===== src/sv/image_marker_scanner_core_macros.svh =====
// assertion macros for the image marker scanner core
// expects signals named clock and reset in the scope of each use
`ifndef IMAGE_MARKER_SCANNER_CORE_MACROS_SVH
`define IMAGE_MARKER_SCANNER_CORE_MACROS_SVH

// general property check, off while reset is high
`define IMSC_ASSERT(lbl, prop, msg) \
   lbl: assert property (@(posedge clock) disable iff (reset) (prop)) else $error(msg);

// condition in a cycle implies a consequence in the next
`define IMSC_ASSERT_NEXT(lbl, cond, cons, msg) \
   lbl: assert property (@(posedge clock) disable iff (reset) (cond) |=> (cons)) \
      else $error(msg);

`endif


===== src/sv/imsc_pkg.sv =====
// shared types and marker constants for the image marker scanner
// no dependencies
`default_nettype none

package imsc_pkg;

   // marker bytes
   localparam logic [7:0] MARK_FF  = 8'hFF;
   localparam logic [7:0] MARK_SOI = 8'hD8;
   localparam logic [7:0] MARK_EOI = 8'hD9;
   localparam logic [7:0] CH_G     = 8'h47;
   localparam logic [7:0] CH_I     = 8'h49;
   localparam logic [7:0] CH_F     = 8'h46;
   localparam logic [7:0] CH_8     = 8'h38;

   // one input word as held in the input register
   typedef struct packed {
      logic [7:0] data_byte;
      logic       byte_valid;
      logic       first_item;
      logic [6:0] payload_offset;
      logic       last_item;
      logic       fin_flag;
   } item_type;

   // one result word
   typedef struct packed {
      logic        start_found;
      logic [15:0] start_offset;
      logic        end_found;
      logic [15:0] end_offset;
   } result_type;

endpackage

`default_nettype wire


===== src/sv/imsc_in_stage.sv =====
// input register for the image marker scanner
// depends on imsc_pkg
`default_nettype none

module imsc_in_stage (
   input  wire logic              clock,
   input  wire logic              reset,
   input  wire logic              in_valid,
   output logic                   in_ready,
   input  wire imsc_pkg::item_type in_item,
   input  wire logic              step,
   output logic                   held_valid,
   output imsc_pkg::item_type     held_item
);

   logic               valid_ff;
   logic               valid_in;
   imsc_pkg::item_type item_ff;

   // room when empty or when the held word moves on this cycle
   assign in_ready   = !valid_ff || step;
   assign valid_in   = (in_valid && in_ready) || (valid_ff && !step);
   assign held_valid = valid_ff;
   assign held_item  = item_ff;

   // control
   always_ff @(posedge clock) begin
      if (reset) begin
         valid_ff <= 1'b0;
      end else begin
         valid_ff <= valid_in;
      end
   end

   // payload
   always_ff @(posedge clock) begin
      if (in_valid && in_ready) begin
         item_ff <= in_item;
      end
   end

endmodule

`default_nettype wire


===== src/sv/imsc_scan.sv =====
// marker scan state and detection logic
// depends on imsc_pkg
`default_nettype none

module imsc_scan (
   input  wire logic               clock,
   input  wire logic               reset,
   input  wire logic               step,
   input  wire imsc_pkg::item_type item,
   output imsc_pkg::result_type    result
);

   logic [23:0] window_ff, window_in;
   logic [1:0]  fill_ff, fill_in;
   logic [15:0] pos_ff, pos_in;
   logic        sfound_ff, sfound_in;
   logic [15:0] soff_ff, soff_in;
   logic        efound_ff, efound_in;
   logic [15:0] eoff_ff, eoff_in;

   logic [23:0] win_eff;
   logic [1:0]  fill_eff;
   logic [15:0] pos_eff;
   logic        sfound_eff, efound_eff;
   logic [15:0] soff_eff, eoff_eff;
   logic [7:0]  b1, b2, b3, cur;
   logic        hit_soi, hit_gif, hit_eoi;

   // first word restarts the packet
   always_comb begin
      if (item.first_item) begin
         win_eff    = '0;
         fill_eff   = '0;
         pos_eff    = {9'd0, item.payload_offset};
         sfound_eff = 1'b0;
         soff_eff   = '0;
         efound_eff = 1'b0;
         eoff_eff   = '0;
      end else begin
         win_eff    = window_ff;
         fill_eff   = fill_ff;
         pos_eff    = pos_ff;
         sfound_eff = sfound_ff;
         soff_eff   = soff_ff;
         efound_eff = efound_ff;
         eoff_eff   = eoff_ff;
      end
   end

   assign b1  = win_eff[7:0];
   assign b2  = win_eff[15:8];
   assign b3  = win_eff[23:16];
   assign cur = item.data_byte;

   // marker matches, only on bytes inside the packet
   assign hit_soi = item.byte_valid && (fill_eff >= 2'd2) && (b2 == imsc_pkg::MARK_FF)
                    && (b1 == imsc_pkg::MARK_SOI) && (cur == imsc_pkg::MARK_FF);
   assign hit_gif = item.byte_valid && (fill_eff == 2'd3) && (b3 == imsc_pkg::CH_G)
                    && (b2 == imsc_pkg::CH_I) && (b1 == imsc_pkg::CH_F)
                    && (cur == imsc_pkg::CH_8);
   assign hit_eoi = item.byte_valid && (fill_eff >= 2'd1) && (b1 == imsc_pkg::MARK_FF)
                    && (cur == imsc_pkg::MARK_EOI);

   // next state
   always_comb begin
      window_in = win_eff;
      fill_in   = fill_eff;
      pos_in    = pos_eff;
      sfound_in = sfound_eff;
      soff_in   = soff_eff;
      efound_in = efound_eff;
      eoff_in   = eoff_eff;
      if (hit_soi) begin
         sfound_in = 1'b1;
         soff_in   = pos_eff - 16'd2;
      end
      if (hit_gif) begin
         sfound_in = 1'b1;
         soff_in   = pos_eff - 16'd3;
      end
      if (hit_eoi) begin
         efound_in = 1'b1;
         eoff_in   = pos_eff + 16'd1;
      end
      if (item.byte_valid) begin
         window_in = {win_eff[15:0], cur};
         if (fill_eff != 2'd3) begin
            fill_in = fill_eff + 2'd1;
         end
         pos_in = pos_eff + 16'd1;
      end
   end

   // result word for a last item; fin forces the end to the packet length
   always_comb begin
      result.start_found  = sfound_in;
      result.start_offset = soff_in;
      if (item.fin_flag) begin
         result.end_found  = 1'b1;
         result.end_offset = pos_in;
      end else begin
         result.end_found  = efound_in;
         result.end_offset = eoff_in;
      end
   end

   // state registers; fin on a last item also sticks in the end record
   always_ff @(posedge clock) begin
      if (reset) begin
         window_ff <= '0;
         fill_ff   <= '0;
         pos_ff    <= '0;
         sfound_ff <= 1'b0;
         soff_ff   <= '0;
         efound_ff <= 1'b0;
         eoff_ff   <= '0;
      end else if (step) begin
         window_ff <= window_in;
         fill_ff   <= fill_in;
         pos_ff    <= pos_in;
         sfound_ff <= sfound_in;
         soff_ff   <= soff_in;
         if (item.last_item) begin
            efound_ff <= result.end_found;
            eoff_ff   <= result.end_offset;
         end else begin
            efound_ff <= efound_in;
            eoff_ff   <= eoff_in;
         end
      end
   end

endmodule

`default_nettype wire


===== src/sv/imsc_out_stage.sv =====
// result register for the image marker scanner
// depends on imsc_pkg
`default_nettype none

module imsc_out_stage (
   input  wire logic                 clock,
   input  wire logic                 reset,
   input  wire logic                 load,
   input  wire imsc_pkg::result_type load_word,
   output logic                      room,
   output logic                      out_valid,
   input  wire logic                 out_ready,
   output imsc_pkg::result_type      out_word
);

   logic                 valid_ff, valid_in;
   imsc_pkg::result_type word_ff;

   // slot is free when empty or taken this cycle
   assign room      = !valid_ff || out_ready;
   assign valid_in  = load || (valid_ff && !out_ready);
   assign out_valid = valid_ff;
   assign out_word  = word_ff;

   always_ff @(posedge clock) begin
      if (reset) begin
         valid_ff <= 1'b0;
      end else begin
         valid_ff <= valid_in;
      end
   end

   always_ff @(posedge clock) begin
      if (load) begin
         word_ff <= load_word;
      end
   end

endmodule

`default_nettype wire


===== src/sv/image_marker_scanner_core.sv =====
// Image marker scanner: takes one TCP payload byte per word and reports, on each
// packet's last word, the offset of the last JPEG or GIF start marker and the
// offset just past the last JPEG end marker (or the packet length when FIN is
// set). It accepts one word every clock; a result becomes valid once its last word
// has passed from the input register into the result register. The rate is set
// by the position and window update, which is combinational; only a stalled
// result register holding a pending last word stops intake. Words without
// first_item continue the current packet state.
// depends on imsc_pkg, imsc_in_stage, imsc_scan, imsc_out_stage
`default_nettype none

`include "image_marker_scanner_core_macros.svh"

module image_marker_scanner_core (
   input  wire logic        clock,
   input  wire logic        reset,
   input  wire logic        req_valid,
   output logic             req_ready,
   input  wire logic [7:0]  req_data_byte,
   input  wire logic        req_byte_valid,
   input  wire logic        req_first_item,
   input  wire logic [6:0]  req_payload_offset,
   input  wire logic        req_last_item,
   input  wire logic        req_fin_flag,
   output logic             rsp_valid,
   input  wire logic        rsp_ready,
   output logic             rsp_start_found,
   output logic [15:0]      rsp_start_offset,
   output logic             rsp_end_found,
   output logic [15:0]      rsp_end_offset
);

   imsc_pkg::item_type   req_item;
   imsc_pkg::item_type   held_item;
   imsc_pkg::result_type scan_result;
   imsc_pkg::result_type out_word;
   logic                 held_valid;
   logic                 room;
   logic                 step;
   logic                 load;

   // pack the input word
   always_comb begin
      req_item.data_byte      = req_data_byte;
      req_item.byte_valid     = req_byte_valid;
      req_item.first_item     = req_first_item;
      req_item.payload_offset = req_payload_offset;
      req_item.last_item      = req_last_item;
      req_item.fin_flag       = req_fin_flag;
   end

   // a held word moves on unless it is a last word facing a full result slot
   assign step = held_valid && (!held_item.last_item || room);
   assign load = step && held_item.last_item;

   imsc_in_stage u_in (
      .clock      (clock),
      .reset      (reset),
      .in_valid   (req_valid),
      .in_ready   (req_ready),
      .in_item    (req_item),
      .step       (step),
      .held_valid (held_valid),
      .held_item  (held_item)
   );

   imsc_scan u_scan (
      .clock  (clock),
      .reset  (reset),
      .step   (step),
      .item   (held_item),
      .result (scan_result)
   );

   imsc_out_stage u_out (
      .clock     (clock),
      .reset     (reset),
      .load      (load),
      .load_word (scan_result),
      .room      (room),
      .out_valid (rsp_valid),
      .out_ready (rsp_ready),
      .out_word  (out_word)
   );

   // unpack the result word
   assign rsp_start_found  = out_word.start_found;
   assign rsp_start_offset = out_word.start_offset;
   assign rsp_end_found    = out_word.end_found;
   assign rsp_end_offset   = out_word.end_offset;

   // checks
   `IMSC_ASSERT_NEXT(a_last_gives_rsp, load, rsp_valid, "last word did not produce a result")
   `IMSC_ASSERT_NEXT(a_no_rsp_invented, !rsp_valid && !load, !rsp_valid, "result without last word")
   `IMSC_ASSERT_NEXT(a_held_word_kept, held_valid && !step, held_valid && $stable(held_item),
                     "stalled input word was lost or changed")
   `IMSC_ASSERT(a_no_overwrite, !(load && rsp_valid && !rsp_ready), "pending result overwritten")

endmodule

`default_nettype wire


===== config.mk =====
export PLATFORM = sky130hd
export DESIGN_NAME = image_marker_scanner_core
export DESIGN_NICKNAME = d
export VERILOG_FILES = /design/src/sv/imsc_pkg.sv /design/src/sv/imsc_in_stage.sv /design/src/sv/imsc_scan.sv /design/src/sv/imsc_out_stage.sv /design/src/sv/image_marker_scanner_core.sv
export VERILOG_INCLUDE_DIRS = /design/src /design/src/sv
export SDC_FILE = /design/constraint.sdc
export NUM_CORES = 1
export LEC_CHECK = 0
export ABC_CLOCK_PERIOD_IN_PS = 4200
export BUFFER_PORTS_ARGS = -buffer_cell sky130_fd_sc_hd__clkbuf_2
export CAP_MARGIN = 30
export CORE_ASPECT_RATIO = 1.2
export CORE_MARGIN = 2
export CORE_UTILIZATION = 35
export DETAILED_ROUTE_END_ITERATION = 7
export GPL_TIMING_DRIVEN = 1
export PLACE_DENSITY_LB_ADDON = 0.15
export SLEW_MARGIN = 10
export SYNTH_ARGS = -nofsm -noshare
export SYNTH_HDL_FRONTEND = slang
export SYNTH_SLANG_ARGS = --single-unit
export TNS_END_PERCENT = 30

===== constraint.sdc =====
create_clock -name clock -period 4.2 [get_ports clock]
set_input_delay 0.21 -clock clock [delete_from_list [all_inputs] [get_ports clock]]
set_output_delay 0.21 -clock clock [all_outputs]
set_load 0.005 [all_outputs]

==> impl_results.md, run 1 <==
* Outcome: complete, no violations
* Routed wire per std cell at 21.04 µm
* Max transition margin at 0.3548
* Number of antenna violations at the first check in global routing at 0
* Type of the worst min-delay path: input port to register
* First-pass GRT wire length at 38120 µm
* Critical path class: register to register
* Endpoint, Worst Hold: u_in.held_valid
* H-Tree Depth at 4
* #FFs+latches synth at 131
* Design area at 8801 µm²
* Post-DP HPWL at 17250 µm
* Final weighted congestion in routability-driven placement at 0.9283
* Site Rows at 58
* Psw at 0.8190 mW
* CTS sink cnt at 131
* Comb power frac at 0.096
* Hold slack at 55.78 ps
* Clock power share at 0.472
* Total CTS buffers at 17
* 1st-iter DRT viols at 544
* Worst skew pair latency at 430 ps
* Clock Tree Buf Depth at 2
* Full die area at 22490 µm²
* Synthesized cell area at 7455 µm²
* CORE AREA at 20900 µm²
* Largest net degree at the start of global routing at 43
* Largest area contributor in the netlist: edfxtp_1
* Avg Inst Size Synth at 8.875 µm²
* Fmax at 303.7 MHz
* Setup_tns at 0 ps
* Total track usage at 0.2275
* Endpoints failing hold at 0
* Crit share post-route at 0.7839
* DR pass1 iterations at 5
* Library cells used by synthesis at 82
* Post-CTS setup repair buffer count at 0
* Vias per cell at 5.764
* Syn Inst Count at 840
* Most frequent cells in the layout: nand2_1 (78), dfxtp_1 (78), nor2_1 (73)
* RR Endpoint: u_scan.soff_ff[15]
* Synth Flop Type: dfxtp_1
* Vias in the first global route at 6511
* Dpl cell area at 8019 µm²
* Total gr overflow at 0
* Post-synth EDFFs at 53
* Setup-failing EPs final at 0
* Max-cap viol count at 0
* Worst-Margin Slew at 959.0 ps
* Hold depth at 3
* Sequential share of the synthesized area at 0.4230
* RSZ-0062 raised after global routing: no
* HP Start: req_valid
* Power Dens Cells at 364.4 nW/µm²
* Reg2reg path depth at 9
* Worst Skew at 11.42 ps
* DR DRC count at 0
* IO Port Bufs at 58
* Clk slew on worst S/H paths at 60 ps
* Syn Nets at 867
* Worst VDD drop at 0.2932 mV
* Clock Root Buffer: clkbuf_16
* Worst reg-to-reg setup slack at 910 ps
* CP endpoint kind: register
* Critical path arrival at 3630 ps
* Drt total wl at 24780 µm
* Antenna Cells at 0
* # IOs at 59
* Routed via count at 6790
* Final Net Count at 922
* Sequential power share at 0.432
* Crit-path max FO at 13
* Final min period at 3292 ps
* FFs w/ async S/R, synth at 0
* WP data required at 4530 ps
* Antenna viol nets, final at 0
* Die X at 137.2 µm
* CTS tree: yes
* Yosys warns at 0
* Int Pwr at 2.388 mW
* DIE HEIGHT at 163.9 µm
* Leakage at 3.184 nW
* Starting Density at 0.3567
* Layout cell share with drive strength beyond 1 at 0.1542
* Layout overhead on the synthesized area at 18.06%
* Ranking of synthesized cells by area: edfxtp_1 (21%), dfxtp_1 (21%), a21oi_1 (4.6%), nand2_1 (3.9%), nor2_1 (3.7%)
* RR Startpoint: u_in.held_item[9]
* Max-slew violation count at 0
* Synth top area share at 0.2135
* Switch share at 0.2554
* Startpoint Class: register
-- routing by layer --
metal,track usage,up-vias,share of wire
li1,-,3242,-
met1,0.2901,3242,0.41
met2,0.3688,260,0.49
met3,0.04043,46,0.060
met4,0.1129,0,0.038
met5,0,-,0
-- what timing repair did --
action,CTS,global route
hold endpoints to repair,19,0
hold buffers,19,0
resized for setup,0,0
-- area by class of cell --
class                   count  area [µm²]
clock buffers              17       425.4
flip-flops and latches    131        3153
inverters                  12       45.04
fillers                  2108       12100
multi-input cells         631        4001
clock inverters            15       166.4
repair buffers            102       671.9
well taps                 270       337.8
-- cells by family (layout without fill, tap and decap cells) --
kind of cell,count (synthesis),in the layout,synth area share
AOI/OAI and AO/OA,247,247,0.2212
adders and majority gates,4,4,0.006714
buffers and inverters,78,146,0.04196
and+or+nand+nor,314,314,0.2247
DFF,131,131,0.4230
muxes,25,25,0.03424
xor gates and xnor gates,41,41,0.04817
-- worst max-delay path, cell delays in order, from the launching register on --
cell	delay (ps)
edfxtp_1	560
buf_4	240
mux2i_1	480
ha_1	290
nor4bb_1	470
o22ai_1	190
or4_1	500
a31oi_1	250
o311ai_1	130
o311ai_1	100
-- stage by stage --
step	utilization	worst slack, ps	std cells	power (mW)
floorplan	-	820.3	840	1.588
global placement	0.3828	974.2	1125	1.700
detailed placement	0.3837	917.3	1127	1.702
CTS	0.4211	909.0	1178	3.228
global route	0.4211	589.7	1178	3.309
finish	0.4211	907.6	1178	3.207
-- sequential cells by signal, indices dropped and copies added, names as in the netlist --
| signal | count |
|---|---|
| u_scan.soff_ff | 16 |
| u_out.out_word | 34 |
| u_out.out_valid | 1 |
| u_scan.fill_ff | 2 |
| u_scan.pos_ff | 16 |
| u_scan.window_ff | 24 |
| u_scan.efound_ff | 1 |
| u_in.held_item | 19 |
| u_scan.sfound_ff | 1 |
| u_in.held_valid | 1 |
| u_scan.eoff_ff | 16 |
-- power groups by stage --
stage	registers, mW	clock network [mW]	logic [mW]
floorplan	1.40	0	0.192
global placement	1.41	0	0.288
detailed placement	1.41	0	0.290
CTS	1.38	1.54	0.304
global route	1.39	1.59	0.334
finish	1.39	1.51	0.308
-- synth_stat cells (6+ instances only) --
master    instances
edfxtp_1         53
buf_1             7
a31oi_1           7
or4_1             6
nor2b_1          13
inv_1            12
nor3b_1           7
o22ai_1           8
nor4b_1           6
nor4_1           13
xor2_1           14
nor2_1           73
a211oi_1          8
nor3_1           29
a22o_1            7
buf_2             9
dfxtp_1          78
nand2_1          78
o21ai_0          42
a21oi_1          69
a22oi_1          35
and2_1            9
mux2i_1          21
nand4_1           8
xnor2_1          27
and3_1           12
a221oi_1          6
clkbuf_1         48
nand3_1          22
-- worst max-delay path by stage --
stage          slack [ps]         startpoint            endpoint  depth (start not counted)
2_1_floorplan         820  u_in.held_item[9]  u_out.out_word[26]                         11
3_3_place_gp          970  u_in.held_item[9]  u_scan.soff_ff[15]                          9
3_5_place_dp          920  u_in.held_item[9]  u_scan.soff_ff[15]                          9
4_1_cts               910  u_in.held_item[9]  u_scan.soff_ff[15]                          9
5_1_grt               590  u_in.held_item[9]  u_scan.soff_ff[15]                          9
6_report              910  u_in.held_item[9]  u_scan.soff_ff[15]                          9
(Power assumes the default switching activity.)
==> run 2, diff against run 1 <==
Settings changed: ABC_CLOCK_PERIOD_IN_PS 4200 to 3250.
Clock period 4.2 ns to 3.25 ns, I/O delays scaled along.
==> impl_results.md, run 2 (synthesized netlist as in run 1, its figures left out) <==
* # IOs at 59 (unchanged)
* WP data required at 3530 ps (-1000 ps)
* Drt total wl at 24540 µm (-0.96%)
* Post-CTS setup repair buffer count at 0 (unchanged)
* Clock power share at 0.473 (about the same)
* Critical path arrival at 3310 ps (-320 ps)
* Sequential power share at 0.429 (-0.003)
* Vias in the first global route at 6546 (+0.54%)
* Antenna Cells at 0 (unchanged)
* Crit-path max FO at 7 (-6)
* DIE HEIGHT at 163.9 µm (unchanged)
* Endpoints failing hold at 0 (unchanged)
* Largest net degree at the start of global routing at 50 (+16%)
* Worst Skew at 7.411 ps (-4.014 ps)
* Antenna viol nets, final at 0 (unchanged)
* Switch share at 0.2574 (+0.002023)
* Power, Total at 4.165 mW (+30%)
* Clk slew on worst S/H paths at 60 ps (about the same)
* Starting Density at 0.3567 (unchanged)
* Routed via count at 6888 (+1.4%)
* Routed wire per std cell at 20.50 µm (-2.5%)
* Max transition margin at 0.4561 (+0.1013)
* CP endpoint kind: register
* Comb power frac at 0.098 (+0.002)
* Worst-Margin Slew at 793.1 ps (-165.9 ps)
* Number of antenna violations at the first check in global routing at 0 (unchanged)
* Final Net Count at 941 (+2.1%)
* Max-cap viol count at 0 (unchanged)
* 1st-iter DRT viols at 543 (-0.18%)
* Setup_tns at 0 ps (unchanged)
* Final weighted congestion in routability-driven placement at 0.9121 (-1.7%)
* Power Dens Cells at 465.7 nW/µm² (+28%)
* Type of the worst min-delay path: input port to register
* CORE AREA at 20900 µm² (unchanged)
* Total CTS buffers at 17 (unchanged)
* H-Tree Depth at 4 (unchanged)
* Worst skew pair latency at 430 ps (about the same)
* Vias per cell at 5.754 (-0.17%)
* CTS sink cnt at 131 (unchanged)
* Post-DP HPWL at 17350 µm (+0.58%)
* Layout cell share with drive strength beyond 1 at 0.1694 (+0.01518)
* Full die area at 22490 µm² (unchanged)
* DR DRC count at 0 (unchanged)
* Fmax at 330.7 MHz (+8.9%)
* Clock Tree Buf Depth at 2 (unchanged)
* Psw at 1.072 mW (+31%)
* Die X at 137.2 µm (unchanged)
* First-pass GRT wire length at 37920 µm (-0.52%)
* Max-slew violation count at 0 (unchanged)
* Leakage at 3.272 nW (+2.8%)
* IO Port Bufs at 58 (unchanged)
* Critical path class: register to register
* Post-CTS sizing at 0 (unchanged)
* CTS tree: yes
* RSZ-0062 raised after global routing: no
* DR pass1 iterations at 5 (unchanged)
* Int Pwr at 3.093 mW (+30%)
* Site Rows at 58 (unchanged)
* Outcome: complete, no violations
* Total gr overflow at 0 (unchanged)
* Startpoint Class: register
* Setup-failing EPs final at 0 (unchanged)
* Largest register FFs at 34 (unchanged)
* Total track usage at 0.2257 (-0.001862)
* Worst VDD drop at 0.3557 mV (+21%)
* Crit share post-route at 0.9305 (+0.1466)
* Layout overhead on the synthesized area at 19.97%
* Most frequent cells in the layout: nand2_1 (78), dfxtp_1 (78), nor2_1 (73)
* Clock Root Buffer: clkbuf_16
* Final min period at 3024 ps (-268.2 ps)
run 2: changes by cell type in the layout (fill, tap and decap cells not counted), sizes merged:
cell	delta
clkinvlp	+1
buf	+18
dlygate4sd3	+1
clkbuf	+1
clkinv	-2
run 2: through the flow:
step | setup WS, ps | util | area, µm² | instances | hold slack, ps
2_1_floorplan | 30.19 | - | 7458 | 840 | 261.4
3_3_place_gp | 347.9 | 0.3900 | 8150 | 1145 | 339.8
3_5_place_dp | 268.3 | 0.3900 | 8150 | 1145 | 341.1
4_1_cts | 245.8 | 0.4279 | 8944 | 1197 | 74.72
5_1_grt | 58.85 | 0.4279 | 8944 | 1197 | 86.11
6_report | 225.8 | 0.4279 | 8944 | 1197 | 94.09
run 2: final timing paths:
check                           slack (ps)  cells past startpoint               from                 end
worst min register to register         460                      2  u_scan.soff_ff[0]   u_scan.soff_ff[0]
worst max register to register         230                      9  u_in.held_item[9]  u_out.out_word[32]
worst min-delay path                    90                      4          rsp_ready     u_out.out_valid
worst max-delay path                   230                      9  u_in.held_item[9]  u_out.out_word[32]
run 2: worst max-delay path, stage by stage, from the launching register on:
cell,delay [ps]
edfxtp_1,510
mux2_2,450
inv_1,80
ha_1,180
nor4bb_1,520
o22ai_1,200
or4_1,500
a31oi_1,250
a21oi_1,60
nor2_1,120
run 2: what timing repair did:
action                                  CTS  global route
endpoints found under the setup margin    0             0
hold buffers                             20             0
endpoints found under the hold margin    20             0
run 2: cell type report:
type	instances	area (µm²)
clock buffer	18	429.2
clock inverter	14	163.9
fill	2100	11960
inverter	12	45.04
multi-input combinational	631	4001
sequential	131	3153
tap	270	337.8
timing repair buffer	121	813.3
run 2: power groups by stage:
stage,logic [mW],clock network (mW),registers [mW]
final,0.409,1.97,1.79
after detailed placement,0.386,0,1.82
after global routing,0.443,2.07,1.79
after floorplan,0.249,0,1.80
after CTS,0.406,2.01,1.79
after global placement,0.387,0,1.82
run 2: metal layers:
| metal | GRT usage | up-vias | wire length [µm] |
|---|---|---|---|
| met1 | 0.2855 | 3316 | 10570 |
| met4 | 0.07919 | 0 | 556 |
| met2 | 0.3863 | 244 | 12150 |
| li1 | - | 3292 | - |
| met3 | 0.03735 | 36 | 1274 |
| met5 | 0 | - | 0 |
